**src/rtl/assert_macros.svh**
```systemverilog
// ----------------------------------------------------------------------------
// assert_macros.svh
// Assertion shorthands shared by the RTL; clocked on clk, held off in reset.
// ----------------------------------------------------------------------------
`ifndef ASSERT_MACROS_SVH
`define ASSERT_MACROS_SVH

// same-cycle implication
`define LRCA_ASSERT_IMP(lbl, cond, prop) \
  lbl: assert property (@(posedge clk) disable iff (rst) (cond) |-> (prop)) \
    else $error("lrca assertion failed");

// next-cycle implication
`define LRCA_ASSERT_NXT(lbl, cond, prop) \
  lbl: assert property (@(posedge clk) disable iff (rst) (cond) |=> (prop)) \
    else $error("lrca assertion failed");

`endif

```
**src/rtl/lrca_pkg.sv**
```systemverilog
// ----------------------------------------------------------------------------
// lrca_pkg
// Item types and codes of the refcount eviction allocator.
// ----------------------------------------------------------------------------
package lrca_pkg;

  localparam logic CMD_LOAD  = 1'b0;
  localparam logic CMD_ALLOC = 1'b1;

  localparam logic [1:0] KIND_EVICT   = 2'd0;
  localparam logic [1:0] KIND_ALLOC   = 2'd1;
  localparam logic [1:0] KIND_NOSPACE = 2'd2;

  typedef struct packed {
    logic        cmd;
    logic [4:0]  slot_index;
    logic        slot_valid;
    logic [15:0] slot_key;
    logic [31:0] slot_refcount;
    logic [5:0]  need_slots;
  } req_item_t;

  typedef struct packed {
    logic [1:0] result_kind;
    logic [4:0] run_start;
    logic [5:0] run_length;
    logic [4:0] alloc_start;
    logic       last;
  } rsp_item_t;

endpackage

```
**src/rtl/lrca_if.sv**
```systemverilog
// ----------------------------------------------------------------------------
// lrca_req_if / lrca_rsp_if
// Valid/ready channels carrying request and result items.
// ----------------------------------------------------------------------------
interface lrca_req_if;
  logic                valid;
  logic                ready;
  lrca_pkg::req_item_t data;
  modport source (output valid, output data, input ready);
  modport sink   (input valid, input data, output ready);
endinterface

interface lrca_rsp_if;
  logic                valid;
  logic                ready;
  lrca_pkg::rsp_item_t data;
  modport source (output valid, output data, input ready);
  modport sink   (input valid, input data, output ready);
endinterface

```
**src/rtl/lrca_ram.sv**
```systemverilog
// ----------------------------------------------------------------------------
// lrca_ram
// Simple dual-port RAM, one write and one registered read port.
// ----------------------------------------------------------------------------
module lrca_ram #(
  parameter int WIDTH = 16,
  parameter int DEPTH = 32
) (
  input  logic                     clk,
  input  logic                     we,
  input  logic [$clog2(DEPTH)-1:0] waddr,
  input  logic [WIDTH-1:0]         wdata,
  input  logic [$clog2(DEPTH)-1:0] raddr,
  output logic [WIDTH-1:0]         rdata
);

  logic [WIDTH-1:0] mem [DEPTH];

  always_ff @(posedge clk) begin
    if (we) begin
      mem[waddr] <= wdata;
    end
    rdata <= mem[raddr];
  end

endmodule

```
**src/rtl/least_refcount_contiguous_alloc.sv**
```systemverilog
// A load item gives no result. An allocate item first splits runs in one bucket
// walk, then per eviction runs a window scan, a count scan, a run walk and an
// emit step; input is held off until the last result is in the output reg.
// Throughput is set by the single read port of the key and count RAMs.
// Reset (synchronous): no slot valid, slots_in_use = 32, no result pending.
// ----------------------------------------------------------------------------
// least_refcount_contiguous_alloc
// Evicts runs of equal-key slots in rising refcount order until a contiguous
// free window of the asked length exists, or no run is left to evict.
// ----------------------------------------------------------------------------
`include "assert_macros.svh"

module least_refcount_contiguous_alloc #(
  parameter int SLOTS      = 32,
  parameter int KEY_BITS   = 16,
  parameter int COUNT_BITS = 32
) (
  input  logic        clk,
  input  logic        rst,
  input  logic        cfg_we,
  input  logic [5:0]  cfg_wdata,
  lrca_req_if.sink    req,
  lrca_rsp_if.source  rsp
);

  localparam int IW = $clog2(SLOTS);     // slot index
  localparam int CW = $clog2(SLOTS + 1); // slot count / walk pointer

  typedef enum logic [2:0] {
    ST_IDLE, ST_SPLIT, ST_WIN, ST_MIN, ST_EV_KEY, ST_EV_CAP, ST_EV_WALK, ST_EMIT
  } state_t;

  state_t              state;
  logic [5:0]          slots_in_use;
  logic [CW-1:0]       n_slots;
  logic [5:0]          need;
  logic [CW-1:0]       ptr;
  logic                rd_v;        // a RAM read is in flight
  logic [IW-1:0]       rd_idx;      // slot of that read
  logic [KEY_BITS-1:0] prev_key;
  logic [SLOTS-1:0]    valid_bits;
  logic [SLOTS-1:0]    is_start;
  logic [SLOTS-1:0]    done_mark;
  logic [CW-1:0]       run_cnt;
  logic                have;
  logic [IW-1:0]       best;
  logic [COUNT_BITS-1:0] best_cnt;
  logic [KEY_BITS-1:0] ekey;
  logic [CW-1:0]       elen;
  lrca_pkg::rsp_item_t pend;
  lrca_pkg::rsp_item_t out_item;
  logic                out_valid;

  logic [KEY_BITS-1:0]   key_rd;
  logic [COUNT_BITS-1:0] cnt_rd;
  logic [IW-1:0]         raddr;
  logic [IW-1:0]         widx;
  logic                  in_range;
  logic                  load_we;
  logic [CW-1:0]         n_eff;
  logic [CW-1:0]         win_start;
  logic                  scan_end;
  logic                  ev_stop;
  logic                  out_is_evict;
  logic                  load_v;

  // --------------------------------------------------------------------------
  // handshake and combinational helpers
  // --------------------------------------------------------------------------
  assign req.ready = (state == ST_IDLE);
  assign rsp.valid = out_valid;
  assign rsp.data  = out_item;

  assign widx     = IW'(req.data.slot_index);
  assign in_range = 32'(req.data.slot_index) < SLOTS;
  assign load_we  = req.valid && req.ready && (req.data.cmd == lrca_pkg::CMD_LOAD)
                    && in_range;
  assign n_eff    = (32'(slots_in_use) > SLOTS) ? CW'(SLOTS) : CW'(slots_in_use);
  assign win_start = CW'(32'(ptr) + 1 - 32'(need));
  assign raddr    = (state == ST_EV_KEY) ? best : ptr[IW-1:0];
  // a streaming scan is over once the pointer is past the end and nothing is
  // left in flight
  assign scan_end = (ptr >= n_slots) && !rd_v;
  // run walk stops at a freed slot or a key change
  assign ev_stop  = rd_v && !(valid_bits[rd_idx] && key_rd == ekey);
  assign out_is_evict = (out_item.result_kind == lrca_pkg::KIND_EVICT);
  assign load_v       = req.data.slot_valid;

  // key and count store: written by loads, read one slot a cycle by the walks
  lrca_ram #(.WIDTH(KEY_BITS), .DEPTH(SLOTS)) u_key_ram (
    .clk   (clk),
    .we    (load_we),
    .waddr (widx),
    .wdata (KEY_BITS'(req.data.slot_key)),
    .raddr (raddr),
    .rdata (key_rd)
  );

  lrca_ram #(.WIDTH(COUNT_BITS), .DEPTH(SLOTS)) u_cnt_ram (
    .clk   (clk),
    .we    (load_we),
    .waddr (widx),
    .wdata (COUNT_BITS'(req.data.slot_refcount)),
    .raddr (raddr),
    .rdata (cnt_rd)
  );

  // --------------------------------------------------------------------------
  // sequencer
  //   SPLIT   : mark run starts from key of slot and its left neighbour
  //   WIN     : look for a free window, one slot a cycle
  //   MIN     : pick the unevicted run with the lowest first-slot count
  //   EV_*    : clear the chosen run while the key still matches
  //   EMIT    : hand the item to the output register
  // --------------------------------------------------------------------------
  always_ff @(posedge clk) begin
    if (rst) begin
      state        <= ST_IDLE;
      slots_in_use <= 6'd32;
      valid_bits   <= '0;
      done_mark    <= '0;
      is_start     <= '0;
      out_valid    <= 1'b0;
      rd_v         <= 1'b0;
      have         <= 1'b0;
    end else begin
      if (cfg_we) begin
        slots_in_use <= cfg_wdata;
      end
      // EMIT owns the output register in its own state
      if (rsp.ready && state != ST_EMIT) begin
        out_valid <= 1'b0;
      end

      case (state)
        ST_IDLE: begin
          if (req.valid) begin
            if (req.data.cmd == lrca_pkg::CMD_LOAD) begin
              if (in_range) begin
                valid_bits[widx] <= req.data.slot_valid;
              end
            end else begin
              n_slots   <= n_eff;
              need      <= req.data.need_slots;
              ptr       <= '0;
              rd_v      <= 1'b0;
              is_start  <= '0;
              done_mark <= '0;
              state     <= ST_SPLIT;
            end
          end
        end

        ST_SPLIT: begin
          if (rd_v) begin
            is_start[rd_idx] <= valid_bits[rd_idx] &&
                                (rd_idx == '0 || !valid_bits[rd_idx - 1'b1] ||
                                 prev_key != key_rd);
            prev_key <= key_rd;
          end
          if (ptr < n_slots) begin
            ptr    <= ptr + 1'b1;
            rd_v   <= 1'b1;
            rd_idx <= ptr[IW-1:0];
          end else begin
            rd_v <= 1'b0;
            if (!rd_v) begin
              ptr     <= '0;
              run_cnt <= '0;
              state   <= ST_WIN;
            end
          end
        end

        ST_WIN: begin
          if (need == '0) begin
            pend  <= '{lrca_pkg::KIND_ALLOC, 5'd0, 6'd0, 5'd0, 1'b1};
            state <= ST_EMIT;
          end else if (ptr >= n_slots) begin
            ptr   <= '0;
            rd_v  <= 1'b0;
            have  <= 1'b0;
            state <= ST_MIN;
          end else begin
            if (!valid_bits[ptr[IW-1:0]]) begin
              if (32'(run_cnt) + 1 >= 32'(need)) begin
                pend  <= '{lrca_pkg::KIND_ALLOC, 5'd0, 6'd0, 5'(win_start), 1'b1};
                state <= ST_EMIT;
              end else begin
                run_cnt <= run_cnt + 1'b1;
              end
            end else begin
              run_cnt <= '0;
            end
            ptr <= ptr + 1'b1;
          end
        end

        ST_MIN: begin
          if (rd_v && is_start[rd_idx] && !done_mark[rd_idx] &&
              (!have || cnt_rd < best_cnt)) begin
            best     <= rd_idx;
            best_cnt <= cnt_rd;
            have     <= 1'b1;
          end
          if (ptr < n_slots) begin
            ptr    <= ptr + 1'b1;
            rd_v   <= 1'b1;
            rd_idx <= ptr[IW-1:0];
          end else begin
            rd_v <= 1'b0;
            if (scan_end) begin
              if (!have) begin
                pend  <= '{lrca_pkg::KIND_NOSPACE, 5'd0, 6'd0, 5'd0, 1'b1};
                state <= ST_EMIT;
              end else begin
                done_mark[best]  <= 1'b1;
                valid_bits[best] <= 1'b0;
                elen             <= CW'(1);
                ptr              <= CW'(best) + 1'b1;
                state            <= ST_EV_KEY;
              end
            end
          end
        end

        ST_EV_KEY: begin
          state <= ST_EV_CAP;
        end

        ST_EV_CAP: begin
          ekey  <= key_rd;
          rd_v  <= 1'b0;
          state <= ST_EV_WALK;
        end

        ST_EV_WALK: begin
          if (ev_stop || scan_end) begin
            rd_v  <= 1'b0;
            pend  <= '{lrca_pkg::KIND_EVICT, 5'(best), 6'(elen), 5'd0, 1'b0};
            state <= ST_EMIT;
          end else begin
            if (rd_v) begin
              valid_bits[rd_idx] <= 1'b0;
              elen               <= elen + 1'b1;
            end
            if (ptr < n_slots) begin
              ptr    <= ptr + 1'b1;
              rd_v   <= 1'b1;
              rd_idx <= ptr[IW-1:0];
            end else begin
              rd_v <= 1'b0;
            end
          end
        end

        ST_EMIT: begin
          if (!out_valid || rsp.ready) begin
            out_item  <= pend;
            out_valid <= 1'b1;
            ptr       <= '0;
            run_cnt   <= '0;
            state     <= pend.last ? ST_IDLE : ST_WIN;
          end
        end

        default: begin
          state <= ST_IDLE;
        end
      endcase
    end
  end

  // --------------------------------------------------------------------------
  // assertions
  // --------------------------------------------------------------------------
  `LRCA_ASSERT_IMP(a_nonlast_is_evict, out_valid && !out_item.last, out_is_evict)
  `LRCA_ASSERT_IMP(a_evict_nonempty, out_valid && out_is_evict, out_item.run_length != 6'd0)
  `LRCA_ASSERT_NXT(a_load_sets_valid, load_we, valid_bits[$past(widx)] == $past(load_v))

endmodule

```
**src/flat_wrapper.sv**
```systemverilog
// flat-port wrapper written by rule: the top's interface ports become plain ports
module least_refcount_contiguous_alloc_flat 
#(
  parameter int SLOTS      = 32,
  parameter int KEY_BITS   = 16,
  parameter int COUNT_BITS = 32
)
  (clk, rst, cfg_we, cfg_wdata, req_valid, req_data, req_ready, rsp_valid, rsp_data, rsp_ready);
  lrca_req_if req_i ();
  lrca_rsp_if rsp_i ();
  input  logic clk;
  input  logic rst;
  input  logic cfg_we;
  input  logic [5:0] cfg_wdata;
  input wire logic [$bits(req_i.valid)-1:0] req_valid;
  input wire logic [$bits(req_i.data)-1:0] req_data;
  output wire logic [$bits(req_i.ready)-1:0] req_ready;
  output wire logic [$bits(rsp_i.valid)-1:0] rsp_valid;
  output wire logic [$bits(rsp_i.data)-1:0] rsp_data;
  input wire logic [$bits(rsp_i.ready)-1:0] rsp_ready;
  assign req_i.valid = req_valid;
  assign req_i.data = req_data;
  assign req_ready = req_i.ready;
  assign rsp_valid = rsp_i.valid;
  assign rsp_data = rsp_i.data;
  assign rsp_i.ready = rsp_ready;
  least_refcount_contiguous_alloc #(.SLOTS(SLOTS), .KEY_BITS(KEY_BITS), .COUNT_BITS(COUNT_BITS)) u_core (.clk(clk), .rst(rst), .cfg_we(cfg_we), .cfg_wdata(cfg_wdata), .req(req_i), .rsp(rsp_i));
endmodule
```
**config.mk**
```make
export PLATFORM = sky130hd
export DESIGN_NAME = least_refcount_contiguous_alloc_flat
export DESIGN_NICKNAME = d
export VERILOG_FILES = /design/src/rtl/lrca_pkg.sv /design/src/rtl/lrca_if.sv /design/src/rtl/lrca_ram.sv /design/src/rtl/least_refcount_contiguous_alloc.sv /design/src/flat_wrapper.sv
export VERILOG_INCLUDE_DIRS = /design/src /design/src/rtl
export SDC_FILE = /design/constraint.sdc
export NUM_CORES = 2
export LEC_CHECK = 0
export ABC_AREA = 1
export BUFFER_PORTS_ARGS = -buffer_cell sky130_fd_sc_hd__buf_4
export CAP_MARGIN = 20
export CELL_PAD_IN_SITES_DETAIL_PLACEMENT = 0
export CELL_PAD_IN_SITES_GLOBAL_PLACEMENT = 1
export CORE_MARGIN = 2
export CORE_UTILIZATION = 30
export CTS_CLUSTER_SIZE = 28
export DETAILED_ROUTE_END_ITERATION = 12
export PLACE_DENSITY_LB_ADDON = 0.1
export SLEW_MARGIN = 20
export SYNTH_ARGS = -nofsm -noshare
export SYNTH_HDL_FRONTEND = slang
export SYNTH_SLANG_ARGS = --single-unit
```
**constraint.sdc**
```tcl
create_clock -name clk -period 12.75 [get_ports clk]
set_input_delay 2.55 -clock clk [delete_from_list [all_inputs] [get_ports clk]]
set_output_delay 2.55 -clock clk [all_outputs]
set_load 0.02 [all_outputs]
```
==> qor.txt <==
max-cap viol count - 0
Mapped Cells - 6211
period utilization - 37.4%
# H-tree levels - 4
Total Routing Usage GR - 20.3%
status - finished clean
drt total wl - 265 mm
FFs w/ async S/R, synth - 0%
post-synthesis sequential area ratio - 71.3%
sw frac - 38.4%
Die Span Y - 504 um
Hold Path Sink - u_core.rsp.data[14]$_DFFE_PP_
sequential share of power - 37.0%
P_int - 11.6 mW
Synth Area per Inst - 12.1 um^2
slew margin rel. - 24.9%
largest net degree at the start of global routing - 158
min Tclk post-route - 4.77 ns
Peak VDD IR - 0.220 mV
Overflow after GRT - 0
core area - 249000 um^2
hold_buf cts - 0
number of synthesized flops with an enable pin - 1678
Final Hold Vio Count - 0
XOR/XNOR Fraction of Synth Area - 0.408%
RSZ-0062 raised after global routing - false
Longest Clk Path Bufs - 3
drt pass-1 iters - 5
R2R Path End - u_core.u_cnt_ram.rdata[28]$_DFF_P_
TritonCTS buffer count - 207
slowest stage delay, CP - 0.67 ns
complex-gate fraction of the synthesized area - 12.1%
CTS tree - built
R2R setup slack - 7.98 ns
Comb power frac - 31.9%
cell area after synthesis - 75100 um^2
Synth area leader - edfxtp_1
Die X - 504 um
Crit-path slowest cell - buf_4
cells taking the most area after synthesis - edfxtp_1 67%, o21ai_0 5.4%, nor2_1 5.2%, o221ai_1 4.5%, dfxtp_1 4.2%
number of global-route vias before repair - 48.5k
Critical Path AT - 5.57 ns
Starting Density - 30.2%
Power Density - 219 nW/um^2
# Post-CTS Setup Buffers - 0
CP Capture Type - register
CP max FO - 126
DRC - 0
Clock power frac - 31.2%
Clock Skew - 0.0538 ns
Fin Setup TNS - 0 ns
Detail Route Antenna Nets - 0
Final WS setup - 7.98 ns
layout cells sized above 1 - 8.56%
HPWL after DPL - 149 mm
Slew Limit Fails - 0
most frequent CP cell - nand2_1
routability cong. - 0.813
Final nets - 6333
clock sinks - 1834
Worst Tran Pin Value - 1.13 ns
io pins - 93
synth warn - 0
IO Port Bufs - 92
crit-path leading delay family - buffers and inverters
post-synthesis mux area share - 0%
Distinct cells, synth - 45
fmax - 210 MHz
predominant post-synthesis flop cell - edfxtp_1
CP bufs+invs - 5
WHS Path Cells - 0
DR vias - 49.8k
initial antenna violation count - 14
top-area cell type share of the netlist area - 67.1%
post-synthesis simple-gate area fraction - 11.4%
post-detailed-route wirelength per cell - 27.3 um
# rows - 183
most numerous cell in the Yosys netlist - edfxtp_1
first-pass GRT wire length - 377 mm
die area - 254000 um^2
cell chain of the critical path - buf_4, inv_1, nand2_1, o21ai_4, buf_4, buf_12, buf_4, o21ai_0, o221ai_1, nand3_1, nand2_1, nand2_1, nand2_1
Worst EP required - 13.55 ns
main combinational cell family by area after synthesis - compound AO/OA/AOI/OAI gates
Area growth syn-to-layout - 14.4%
HP Start - u_core.pend[14]$_SDFFCE_PP0P_
Worst Setup Path Type - register to register
Clock Latency Late Sink - 0.86 ns
Synth Area in Adders - 1.06%
CTS Root Buffer Type - clkbuf_16
# resized after CTS - 0
Place WS - 7.11 ns
most frequent cells after synthesis - 1678 x edfxtp_1, 1039 x nor2_1, 814 x o21ai_0
Seq cells post-synth - 1834
Setup-failing EPs final - 0
startpoint type of the worst setup path - register
reg-to-reg startpoint - u_core.ptr[0]$_SDFFCE_PP0P_
Sw Pwr - 7.22 mW
worst r2r path cells - 13
Post-Syn Nets - 6346
min-delay worst type - register to register
clock-pin slew on the worst setup and hold paths - 0.06 ns
Iter 0 DRT Violations - 3874
Leak - 28.4 nW
vias per cell - 5.13
fin util - 34.5%
## how the worst max path moves through the flow
stage | start | end | cells past startpoint
after floorplan | req_data[59] | u_core.u_cnt_ram.mem[31][0]$_DFFE_PP_ | 6
after global placement | req_data[55] | u_core.u_key_ram.mem[0][9]$_DFFE_PP_ | 5
after detailed placement | req_data[60] | u_core.u_cnt_ram.mem[27][16]$_DFFE_PP_ | 6
after CTS | u_core.ptr[0]$_SDFFCE_PP0P_ | u_core.u_cnt_ram.rdata[19]$_DFF_P_ | 13
after global routing | u_core.ptr[0]$_SDFFCE_PP0P_ | u_core.u_cnt_ram.rdata[19]$_DFF_P_ | 13
final | u_core.ptr[0]$_SDFFCE_PP0P_ | u_core.u_cnt_ram.rdata[28]$_DFF_P_ | 13
## final cells by class
| type | instances | area, um^2 |
|---|---|---|
| diodes | 6 | 15.0 |
| clock buffers | 279 | 5650 |
| clock inverters | 99 | 921 |
| fillers | 24700 | 163000 |
| inverters | 236 | 913 |
| multi-input cells | 3731 | 19100 |
| flip-flops and latches | 1834 | 53500 |
| well taps | 3330 | 4170 |
| repair buffers | 188 | 1560 |
## per-stage QoR
step                      cell area [um^2]  std cells  hold WS (ns)  power [mW]
after floorplan                      75100       6211         0.400        10.6
after global placement               79300       9318         0.407        13.2
after detailed placement             79300       9318         0.405        13.2
after CTS                            85800       9696         0.393        19.1
after global routing                 85900       9698         0.412        19.8
final                                85900       9703         0.396        18.8
## power groups by stage
stage / sequential, mW / clock, mW / combinational (mW)
CTS: 6.95 / 6.02 / 6.13
floorplan: 7.00 / 0 / 3.57
global placement: 7.08 / 0 / 6.12
detailed placement: 7.08 / 0 / 6.11
finish: 6.95 / 5.85 / 5.99
global route: 6.97 / 6.23 / 6.57
## cells by family (layout without fill, tap and decap cells)
family / Yosys count / in the layout
AOI/OAI and AO/OA: 1506 / 1506
and+or+nand+nor: 2127 / 2127
DFF: 1834 / 1834
other: 0 / 6
buffers and inverters: 646 / 802
adders and majority gates: 63 / 63
xor gates and xnor gates: 35 / 35
## flip-flops by register name, summed over array words and instances (netlist names), 16 cells and up
name                    flops
u_core.done_mark           32
u_core.u_cnt_ram.mem     1024
u_core.u_key_ram.mem      512
u_core.u_cnt_ram.rdata     32
u_core.is_start            32
u_core.rsp.data            19
u_core.u_key_ram.rdata     16
u_core.ekey                16
u_core.prev_key            16
u_core.pend                19
u_core.best_cnt            32
u_core.valid_bits          32
## placed cells by master, fill, tap and decap left out, types with 42 or more instances in the layout
cell / n
clkinv_1: 42
o21ai_1: 97
nor2_1: 1005
ha_1: 62
clkbuf_16: 208
inv_1: 226
nand3_1: 358
a21oi_1: 160
nand2_1: 662
edfxtp_1: 1678
o221ai_1: 383
dfxtp_1: 156
buf_4: 177
clkbuf_1: 53
o21ai_0: 813
## per-layer routing
| metal | wire length [um] | vias to the layer above | share of wire (%) | track usage [%] |
|---|---|---|---|---|
| met5 | 50 | - | 0.019 | 0 |
| met3 | 11100 | 285 | 4.2 | 2.64 |
| li1 | - | 22800 | - | - |
| met2 | 126000 | 1201 | 48 | 33.5 |
| met1 | 123000 | 25500 | 46 | 28.6 |
| met4 | 5000 | 8 | 1.9 | 4.28 |
Power figures use the tool's default switching activity.
